==> src/hdl/sha_pkg.sv <==
`default_nettype none

package sha_pkg;

    typedef enum logic [2:0] {
        SRC_DATA,
        SRC_PAD80,
        SRC_ZERO,
        SRC_LEN_HI,
        SRC_LEN_LO
    } sha_src_t;

    typedef struct packed {
        logic       accept;
        logic       push;
        sha_src_t   src;
        logic       load_vars;
        logic       round;
        logic [5:0] rnd;
        logic       hash_add;
        logic       out_shift;
        logic       clear;
    } sha_cmd_t;

    localparam logic [31:0] PAD_WORD = 32'h8000_0000;

    localparam logic [31:0] INITIAL_HASH [0:7] = '{
        32'h6a09e667, 32'hbb67ae85, 32'h3c6ef372, 32'ha54ff53a,
        32'h510e527f, 32'h9b05688c, 32'h1f83d9ab, 32'h5be0cd19
    };

    localparam logic [31:0] ROUND_K [0:63] = '{
        32'h428a2f98, 32'h71374491, 32'hb5c0fbcf, 32'he9b5dba5,
        32'h3956c25b, 32'h59f111f1, 32'h923f82a4, 32'hab1c5ed5,
        32'hd807aa98, 32'h12835b01, 32'h243185be, 32'h550c7dc3,
        32'h72be5d74, 32'h80deb1fe, 32'h9bdc06a7, 32'hc19bf174,
        32'he49b69c1, 32'hefbe4786, 32'h0fc19dc6, 32'h240ca1cc,
        32'h2de92c6f, 32'h4a7484aa, 32'h5cb0a9dc, 32'h76f988da,
        32'h983e5152, 32'ha831c66d, 32'hb00327c8, 32'hbf597fc7,
        32'hc6e00bf3, 32'hd5a79147, 32'h06ca6351, 32'h14292967,
        32'h27b70a85, 32'h2e1b2138, 32'h4d2c6dfc, 32'h53380d13,
        32'h650a7354, 32'h766a0abb, 32'h81c2c92e, 32'h92722c85,
        32'ha2bfe8a1, 32'ha81a664b, 32'hc24b8b70, 32'hc76c51a3,
        32'hd192e819, 32'hd6990624, 32'hf40e3585, 32'h106aa070,
        32'h19a4c116, 32'h1e376c08, 32'h2748774c, 32'h34b0bcb5,
        32'h391c0cb3, 32'h4ed8aa4a, 32'h5b9cca4f, 32'h682e6ff3,
        32'h748f82ee, 32'h78a5636f, 32'h84c87814, 32'h8cc70208,
        32'h90befffa, 32'ha4506ceb, 32'hbef9a3f7, 32'hc67178f2
    };

endpackage

`default_nettype wire

==> src/hdl/sha_if.sv <==
`default_nettype none

interface sha_word_if;
    logic        valid;
    logic        ready;
    logic [31:0] msg_word;
    logic [2:0]  valid_bytes;
    logic        last;

    modport source (output valid, output msg_word, output valid_bytes, output last,
                    input ready);
    modport sink   (input valid, input msg_word, input valid_bytes, input last,
                    output ready);
endinterface

interface sha_digest_if;
    logic        valid;
    logic        ready;
    logic [31:0] digest_word;
    logic [2:0]  word_index;
    logic        digest_last;

    modport source (output valid, output digest_word, output word_index,
                    output digest_last, input ready);
    modport sink   (input valid, input digest_word, input word_index,
                    input digest_last, output ready);
endinterface

`default_nettype wire

==> src/hdl/sha_ctrl.sv <==
`default_nettype none

module sha_ctrl
    import sha_pkg::*;
(
    input  wire logic       clk,
    input  wire logic       rst_n,
    input  wire logic       msg_valid,
    input  wire logic       msg_last,
    input  wire logic [2:0] msg_bytes,
    output logic            msg_ready,
    output logic            digest_valid,
    input  wire logic       digest_ready,
    output logic [2:0]      word_index,
    output sha_cmd_t        cmd
);

    typedef enum logic [2:0] {
        ST_IDLE,
        ST_PAD,
        ST_ROUND,
        ST_HADD,
        ST_EMIT
    } state_t;

    state_t     state_reg, state_next;
    logic [3:0] fill_reg, fill_next;
    logic [5:0] rnd_reg, rnd_next;
    logic [2:0] idx_reg, idx_next;
    logic       pend80_reg, pend80_next;
    logic       lenhi_reg, lenhi_next;
    logic       padding_reg, padding_next;
    logic       done_reg, done_next;

    assign msg_ready    = (state_reg == ST_IDLE);
    assign digest_valid = (state_reg == ST_EMIT);
    assign word_index   = idx_reg;

    always_comb
    begin
        state_next   = state_reg;
        fill_next    = fill_reg;
        rnd_next     = rnd_reg;
        idx_next     = idx_reg;
        pend80_next  = pend80_reg;
        lenhi_next   = lenhi_reg;
        padding_next = padding_reg;
        done_next    = done_reg;
        cmd          = '0;
        cmd.src      = SRC_DATA;
        cmd.rnd      = rnd_reg;

        unique case (state_reg)
            ST_IDLE:
            begin
                if (msg_valid)
                begin
                    cmd.accept   = 1'b1;
                    cmd.push     = 1'b1;
                    cmd.src      = SRC_DATA;
                    fill_next    = fill_reg + 4'd1;
                    pend80_next  = msg_last && msg_bytes[2];
                    padding_next = msg_last;
                    if (fill_reg == 4'd15)
                    begin
                        rnd_next   = '0;
                        state_next = ST_ROUND;
                    end
                    else if (msg_last)
                    begin
                        state_next = ST_PAD;
                    end
                end
            end
            ST_PAD:
            begin
                cmd.push  = 1'b1;
                fill_next = fill_reg + 4'd1;
                if (pend80_reg)
                begin
                    cmd.src     = SRC_PAD80;
                    pend80_next = 1'b0;
                end
                else if (fill_reg != 4'd14 && !lenhi_reg)
                begin
                    cmd.src = SRC_ZERO;
                end
                else if (!lenhi_reg)
                begin
                    cmd.src    = SRC_LEN_HI;
                    lenhi_next = 1'b1;
                end
                else
                begin
                    cmd.src   = SRC_LEN_LO;
                    done_next = 1'b1;
                end
                if (fill_reg == 4'd15)
                begin
                    rnd_next   = '0;
                    state_next = ST_ROUND;
                end
            end
            ST_ROUND:
            begin
                cmd.round = 1'b1;
                rnd_next  = rnd_reg + 6'd1;
                if (rnd_reg == 6'd63)
                begin
                    state_next = ST_HADD;
                end
            end
            ST_HADD:
            begin
                cmd.hash_add = 1'b1;
                if (done_reg)
                begin
                    idx_next   = '0;
                    state_next = ST_EMIT;
                end
                else if (padding_reg)
                begin
                    state_next = ST_PAD;
                end
                else
                begin
                    state_next = ST_IDLE;
                end
            end
            ST_EMIT:
            begin
                if (digest_ready)
                begin
                    cmd.out_shift = 1'b1;
                    idx_next      = idx_reg + 3'd1;
                    if (idx_reg == 3'd7)
                    begin
                        cmd.clear    = 1'b1;
                        done_next    = 1'b0;
                        padding_next = 1'b0;
                        lenhi_next   = 1'b0;
                        pend80_next  = 1'b0;
                        fill_next    = '0;
                        state_next   = ST_IDLE;
                    end
                end
            end
            default:
            begin
                state_next = ST_IDLE;
            end
        endcase

        cmd.load_vars = cmd.push && (fill_reg == 4'd15);
    end

    always_ff @(posedge clk or negedge rst_n)
    begin
        if (!rst_n)
        begin
            state_reg   <= ST_IDLE;
            fill_reg    <= '0;
            rnd_reg     <= '0;
            idx_reg     <= '0;
            pend80_reg  <= 1'b0;
            lenhi_reg   <= 1'b0;
            padding_reg <= 1'b0;
            done_reg    <= 1'b0;
        end
        else
        begin
            state_reg   <= state_next;
            fill_reg    <= fill_next;
            rnd_reg     <= rnd_next;
            idx_reg     <= idx_next;
            pend80_reg  <= pend80_next;
            lenhi_reg   <= lenhi_next;
            padding_reg <= padding_next;
            done_reg    <= done_next;
        end
    end

endmodule

`default_nettype wire

==> src/hdl/sha_datapath.sv <==
`default_nettype none

module sha_datapath
    import sha_pkg::*;
(
    input  wire logic        clk,
    input  wire logic        rst_n,
    input  wire sha_cmd_t    cmd,
    input  wire logic [31:0] msg_word,
    input  wire logic [2:0]  valid_bytes,
    input  wire logic        last,
    output logic [31:0]      digest_word
);

    function automatic logic [31:0] rotr(input logic [31:0] x, input int n);
        return (x >> n) | (x << (32 - n));
    endfunction

    logic [31:0] win_reg  [0:15];
    logic [31:0] v_reg    [0:7];
    logic [31:0] hash_reg [0:7];
    logic [63:0] len_reg;

    logic [31:0] padded_word;
    logic [31:0] push_word;
    logic [31:0] sched_word;
    logic [31:0] s0, s1;
    logic [31:0] big_s0, big_s1, ch, maj, t1, t2;
    logic [31:0] v_next [0:7];
    logic [2:0]  nb_sat;

    assign nb_sat = valid_bytes[2] ? 3'd4 : valid_bytes;

    // last partial word: keep the used top bytes and place the 0x80 byte after them
    always_comb
    begin
        unique case (valid_bytes)
            3'd0:    padded_word = PAD_WORD;
            3'd1:    padded_word = {msg_word[31:24], 24'h80_0000};
            3'd2:    padded_word = {msg_word[31:16], 16'h8000};
            3'd3:    padded_word = {msg_word[31:8], 8'h80};
            default: padded_word = msg_word;
        endcase
    end

    always_comb
    begin
        unique case (cmd.src)
            SRC_DATA:   push_word = last ? padded_word : msg_word;
            SRC_PAD80:  push_word = PAD_WORD;
            SRC_ZERO:   push_word = '0;
            SRC_LEN_HI: push_word = len_reg[63:32];
            SRC_LEN_LO: push_word = len_reg[31:0];
            default:    push_word = '0;
        endcase
    end

    assign s0 = rotr(win_reg[1], 7) ^ rotr(win_reg[1], 18) ^ (win_reg[1] >> 3);
    assign s1 = rotr(win_reg[14], 17) ^ rotr(win_reg[14], 19) ^ (win_reg[14] >> 10);
    assign sched_word = win_reg[0] + s0 + win_reg[9] + s1;

    assign big_s1 = rotr(v_reg[4], 6) ^ rotr(v_reg[4], 11) ^ rotr(v_reg[4], 25);
    assign ch     = (v_reg[4] & v_reg[5]) ^ (~v_reg[4] & v_reg[6]);
    assign t1     = v_reg[7] + big_s1 + ch + ROUND_K[cmd.rnd] + win_reg[0];
    assign big_s0 = rotr(v_reg[0], 2) ^ rotr(v_reg[0], 13) ^ rotr(v_reg[0], 22);
    assign maj    = (v_reg[0] & v_reg[1]) ^ (v_reg[0] & v_reg[2]) ^ (v_reg[1] & v_reg[2]);
    assign t2     = big_s0 + maj;

    always_comb
    begin
        v_next[0] = t1 + t2;
        v_next[1] = v_reg[0];
        v_next[2] = v_reg[1];
        v_next[3] = v_reg[2];
        v_next[4] = v_reg[3] + t1;
        v_next[5] = v_reg[4];
        v_next[6] = v_reg[5];
        v_next[7] = v_reg[6];
    end

    // block window: words enter at the top; during rounds it is the schedule
    always_ff @(posedge clk)
    begin
        if (cmd.push || cmd.round)
        begin
            for (int i = 0; i < 15; i++)
            begin
                win_reg[i] <= win_reg[i + 1];
            end
            win_reg[15] <= cmd.push ? push_word : sched_word;
        end
        if (cmd.load_vars)
        begin
            for (int i = 0; i < 8; i++)
            begin
                v_reg[i] <= hash_reg[i];
            end
        end
        else if (cmd.round)
        begin
            for (int i = 0; i < 8; i++)
            begin
                v_reg[i] <= v_next[i];
            end
        end
    end

    always_ff @(posedge clk or negedge rst_n)
    begin
        if (!rst_n)
        begin
            for (int i = 0; i < 8; i++)
            begin
                hash_reg[i] <= INITIAL_HASH[i];
            end
            len_reg <= '0;
        end
        else
        begin
            if (cmd.clear)
            begin
                for (int i = 0; i < 8; i++)
                begin
                    hash_reg[i] <= INITIAL_HASH[i];
                end
                len_reg <= '0;
            end
            else
            begin
                if (cmd.hash_add)
                begin
                    for (int i = 0; i < 8; i++)
                    begin
                        hash_reg[i] <= hash_reg[i] + v_reg[i];
                    end
                end
                else if (cmd.out_shift)
                begin
                    for (int i = 0; i < 7; i++)
                    begin
                        hash_reg[i] <= hash_reg[i + 1];
                    end
                    hash_reg[7] <= hash_reg[0];
                end
                if (cmd.accept)
                begin
                    len_reg <= len_reg + (last ? {58'd0, nb_sat, 3'd0} : 64'd32);
                end
            end
        end
    end

    assign digest_word = hash_reg[0];

endmodule

`default_nettype wire

==> src/hdl/sha256_hash_engine_core.sv <==
`default_nettype none

// Channel     Dir  Word fields
// msg_in      in   msg_word[31:0], valid_bytes[2:0], last
// digest_out  out  digest_word[31:0], word_index[2:0], digest_last
//
// A word that does not fill a block is only shifted into the window. The word
// that completes a 16-word block starts the 64 rounds on a single shared round
// unit, then a hash update. A last word adds padding words, one or two
// compressions, then 8 digest words, each held until taken. msg_in.ready is
// high only while idle. Reset loads the initial hash and clears length and fill.

module sha256_hash_engine_core
    import sha_pkg::*;
(
    input  wire logic   clk,
    input  wire logic   rst_n,
    sha_word_if.sink    msg_in,
    sha_digest_if.source digest_out
);

    sha_cmd_t   cmd;
    logic [2:0] word_index;

    sha_ctrl u_ctrl (
        .clk          (clk),
        .rst_n        (rst_n),
        .msg_valid    (msg_in.valid),
        .msg_last     (msg_in.last),
        .msg_bytes    (msg_in.valid_bytes),
        .msg_ready    (msg_in.ready),
        .digest_valid (digest_out.valid),
        .digest_ready (digest_out.ready),
        .word_index   (word_index),
        .cmd          (cmd)
    );

    sha_datapath u_datapath (
        .clk         (clk),
        .rst_n       (rst_n),
        .cmd         (cmd),
        .msg_word    (msg_in.msg_word),
        .valid_bytes (msg_in.valid_bytes),
        .last        (msg_in.last),
        .digest_word (digest_out.digest_word)
    );

    assign digest_out.word_index  = word_index;
    assign digest_out.digest_last = (word_index == 3'd7);

endmodule

`default_nettype wire
==> src/flat_wrapper.sv <==
// flat-port wrapper written by rule: the top's interface ports become plain ports
module sha256_hash_engine_core_flat import sha_pkg::*;
  (clk, rst_n, msg_in_valid, msg_in_msg_word, msg_in_valid_bytes, msg_in_last, msg_in_ready, digest_out_valid, digest_out_digest_word, digest_out_word_index, digest_out_digest_last, digest_out_ready);
  sha_word_if msg_in_i ();
  sha_digest_if digest_out_i ();
  input  wire logic clk;
  input  wire logic rst_n;
  input wire logic [$bits(msg_in_i.valid)-1:0] msg_in_valid;
  input wire logic [$bits(msg_in_i.msg_word)-1:0] msg_in_msg_word;
  input wire logic [$bits(msg_in_i.valid_bytes)-1:0] msg_in_valid_bytes;
  input wire logic [$bits(msg_in_i.last)-1:0] msg_in_last;
  output wire logic [$bits(msg_in_i.ready)-1:0] msg_in_ready;
  output wire logic [$bits(digest_out_i.valid)-1:0] digest_out_valid;
  output wire logic [$bits(digest_out_i.digest_word)-1:0] digest_out_digest_word;
  output wire logic [$bits(digest_out_i.word_index)-1:0] digest_out_word_index;
  output wire logic [$bits(digest_out_i.digest_last)-1:0] digest_out_digest_last;
  input wire logic [$bits(digest_out_i.ready)-1:0] digest_out_ready;
  assign msg_in_i.valid = msg_in_valid;
  assign msg_in_i.msg_word = msg_in_msg_word;
  assign msg_in_i.valid_bytes = msg_in_valid_bytes;
  assign msg_in_i.last = msg_in_last;
  assign msg_in_ready = msg_in_i.ready;
  assign digest_out_valid = digest_out_i.valid;
  assign digest_out_digest_word = digest_out_i.digest_word;
  assign digest_out_word_index = digest_out_i.word_index;
  assign digest_out_digest_last = digest_out_i.digest_last;
  assign digest_out_i.ready = digest_out_ready;
  sha256_hash_engine_core u_core (.clk(clk), .rst_n(rst_n), .msg_in(msg_in_i), .digest_out(digest_out_i));
endmodule
==> config.mk <==
export PLATFORM = sky130hd
export DESIGN_NAME = sha256_hash_engine_core_flat
export DESIGN_NICKNAME = d
export VERILOG_FILES = /design/src/hdl/sha_pkg.sv /design/src/hdl/sha_if.sv /design/src/hdl/sha_ctrl.sv /design/src/hdl/sha_datapath.sv /design/src/hdl/sha256_hash_engine_core.sv /design/src/flat_wrapper.sv
export SDC_FILE = /design/constraint.sdc
export NUM_CORES = 2
export LEC_CHECK = 0
export BUFFER_PORTS_ARGS = -buffer_cell sky130_fd_sc_hd__buf_4
export CORE_MARGIN = 2
export CORE_UTILIZATION = 45
export CTS_BUF_LIST = sky130_fd_sc_hd__clkbuf_16
export DETAILED_ROUTE_END_ITERATION = 6
export PLACE_DENSITY = 0.57
export SLEW_MARGIN = 10
export SYNTH_ARGS = -nofsm -noshare
export SYNTH_HDL_FRONTEND = slang
export SYNTH_SLANG_ARGS = --single-unit
==> constraint.sdc <==
create_clock -name clk -period 14.75 [get_ports clk]
set_clock_uncertainty 0.15 [all_clocks]
set_input_delay 2.2125 -clock clk [delete_from_list [all_inputs] [get_ports clk]]
set_output_delay 2.2125 -clock clk [all_outputs]
set_load 0.02 [all_outputs]
==> summary by stage <==
Setup path
The type of the setup path with the least slack is flop to flop. The worst flop-to-flop path startpoint is u_core.u_ctrl.rnd_reg[1]. The cell with the most instances on the worst path is o21ai_0. The reg-to-reg critical path endpoint is u_core.u_datapath.v_reg[0][28]. The largest stage delay on the critical path is between 0.6 and 0.7 ns.

The register-to-register setup slack is 4.58 ns. STA classifies the critical path startpoint as a flop. The critical path endpoint category is a flop. Along the worst path, the maximum fanout reaches 26.

The largest individual stage delay along the critical path comes from the cell fa_1. For the worst setup path, the data required time is 15.09 ns. The logic depth of the worst register-to-register path is 37.

The signal arrival time at the worst endpoint is 10.51 ns.

Place
The number of I/O port buffers is 77. The post-detailed-placement half-perimeter wirelength is ~170000 µm. Routability-driven placement finished with a final weighted congestion of 0.9796.

Run
Across the run, the number of max-cap violations was 0.

Clock tree
Buffers added to address setup during post-CTS repair amount to 0. Counting along the longest clock path gives a buffer depth of 3. The clock tree synthesis step divided the H-tree into 4 levels. The quantity of gates resized following cts is 0. The total clock buffers created by CTS is 133. The post-cts hold buffer count is 0. The number of clock sinks seen by CTS is 1105.

Clock tree synthesis selected as its root buffer the cell clkbuf_16. Clock-pin slew was measured on the worst setup and hold paths at roughly 0.06 ns. TritonCTS built the clock tree.

The clock reaches the later pin of the worst-skew pair after 0.81 ns.

STA
The setup TNS is 0 ns. At the pin with the least slew margin, the transition time is approximately 1.4 ns. Setup repair after global routing left no endpoint under its margin. Based on the critical path, the design can be clocked at up to 98.29 MHz. After layout, the worst path uses between 60% and 70% of the clock period.

The total setup violations reported at the end of the flow is 0. The relative slew slack is 5.322%. Subtracting the final worst setup slack from the clock period gives 10.17 ns. The number of max-slew violations in the final report is 0. The number of hold-slack violations in the final timing report is 0.

Layout
The net total in the final layout is about 7400. The register with the most flip-flops in the layout has 512 of them. The layout has approximately 14000 filler cells.

The repair_antennas step left the layout with diodes totalling 0. The post-route netlist has 8.448% of its cells at a drive strength greater than 1. Relative to the synthesized area, the layout overhead comes to 9.737%.

Synthesis
After synthesis, the share of flip-flops with an asynchronous set or reset is 30.50%. The number of warnings printed during yosys synthesis is 0. The most used flip-flop cell after synthesis is edfxtp_1. The area of the mapped netlist is about 0.07 mm². The instance count of the mapped netlist is 6874. The mean area per synthesized cell is 10.14 µm². The total of flip-flops plus latches after synthesis is 1105. The net count after synthesis is 7510. Synthesis instantiated 95 different standard cells from the library. Yosys mapped a number of flops with a built-in enable equal to approximately 770. The sequential share of the synthesized area is 45.45%.

Routing
The overall via count from detail_route is 54060. The detail route stage leaves a number of antenna-violating nets equal to 0. In the final routed layout, each cell accounts on average for 26.78 µm. After detailed routing, the total wire length is ~240000 µm. The first detailed-routing pass took 7 iterations. Dividing the detail-routed via count by the number of cells gives approximately 6. In the routed design, unresolved DRC markers number 8.

The initial DRC count is 5940.

Global routing
After global routing the overflow that remains totals 0. The global-route wire length before repair is between 300000 and 400000 µm. The via count of the first global-routing pass is 50910.

Entering global routing, the biggest net connects 190 pins. The initial antenna violation count is 7. Global routing consumed, over all layers together, 29.97% of the routing resources.

Hold path
The worst hold path was traced through 0 stages. The min-delay analysis places its worst path in the category flop to flop. The worst-case hold path end point is u_core.u_datapath.win_reg[1][103]. The worst min-delay path startpoint is u_core.u_datapath.win_reg[1][135].

Floorplan
The die covers 0.1580 mm². The core region area is approximately 0.15 mm². The starting density of the core is 45.28%. The die boundary width is about 400 µm.

Measured along the y axis, the die boundary spans a little under 400 µm. The I/O pin count is 78. The number of rows in the core area is between 100 and 150.

Outcome
The run finished, with violations left. The checks that failed: DRC.
cells in the final DEF (no fill, tap or decap), types with 194 or more instances in the layout:
cell,instances
nand2_1,1050
edfxtp_1,768
a21oi_1,529
o21ai_0,441
xnor2_1,424
nor2_1,411
ha_1,400
inv_1,305
dfrtp_1,198
fa_1,196
xor2_1,194
cell type report:
class,instances,area (µm²),share of cell area (%)
sequential,1105,31670,41.43
clock buffer,133,3328,4.353
clock inverter,115,1033,1.352
inverter,271,1017,1.330
multi-input combinational,5135,35630,46.60
tap,2044,2557,3.345
timing repair buffer,154,1214,1.587
worst max-delay path, delay by kind of cell, from the launching register on:
kind	cells	cell delay, ns
adders and majority gates	7	3.06
xor gates and xnor gates	2	0.29
and+or+nand+nor	7	1.25
AOI/OAI and AO/OA	16	3.62
buffers and inverters	5	1.17
DFF	1	0.32
how the worst max path moves through the flow:
stage	from	end	slack (ns)	depth (start not counted)
after floorplan	msg_in_valid	u_core.u_datapath.win_reg[0][0]	4.97	5
after global placement	u_core.u_ctrl.rnd_reg[1]	u_core.u_datapath.v_reg[0][28]	4.93	37
after detailed placement	u_core.u_ctrl.rnd_reg[1]	u_core.u_datapath.v_reg[0][30]	4.84	36
after CTS	u_core.u_ctrl.rnd_reg[1]	u_core.u_datapath.v_reg[0][30]	4.82	36
after global routing	u_core.u_ctrl.rnd_reg[1]	u_core.u_datapath.v_reg[0][30]	4.12	36
final	u_core.u_ctrl.rnd_reg[1]	u_core.u_datapath.v_reg[0][28]	4.58	37
logic make-up after synthesis:
group | Yosys count | synth area share, %
simple gates | 2027 | 12.65
compound gates | 1813 | 16.40
flops | 1105 | 45.45
buf+inv | 634 | 3.606
xor+xnor | 618 | 7.769
fa+ha+maj | 618 | 13.13
mux | 59 | 0.9967
stage by stage:
step	std cells	hold WS [ns]	cell area (µm²)	util (%)	worst slack [ns]
final	8957	0.2477	76460	49.69	4.576
after global routing	8957	0.2548	76460	49.69	4.124
after CTS	8957	0.2330	76460	49.69	4.816
after detailed placement	8709	0.2545	72090	46.85	4.835
after global placement	8709	0.2506	72090	46.85	4.928
after floorplan	6874	0.2503	69670	-	4.972
metal layers:
metal	vias to the layer above	track usage, %	part of all wire (%)
met3	346	6.307	8.8
li1	24470	-	-
met2	2254	43.43	42
met1	26980	45.08	46
met5	-	0	0.010
met4	4	8.293	2.8
cell usage after synthesis (46+ instances only):
library cell / instances / area share, %
nand2_1: 1058 / 5.7
edfxtp_1: 768 / 33
a21oi_1: 529 / 3.8
o21ai_0: 442 / 3.2
xnor2_1: 424 / 5.3
nor2_1: 415 / 2.2
ha_1: 400 / 7.2
clkbuf_1: 289 / 1.6
inv_1: 269 / 1.4
dfrtp_1: 201 / 7.2
fa_1: 196 / 5.6
xor2_1: 194 / 2.4
a21o_1: 150 / 1.6
nand3_1: 137 / 0.98
dfstp_2: 136 / 5.1
o22ai_1: 113 / 1.0
nor3_1: 79 / 0.57
a22oi_1: 69 / 0.74
nor2b_1: 65 / 0.58
nand2b_1: 60 / 0.54
a211oi_1: 59 / 0.64
o21a_1: 51 / 0.55
o21bai_1: 46 / 0.50
Power is left out: the tool's default activity adds up to more than one toggle a clock period on the data nets, which glitch-free logic cannot reach.
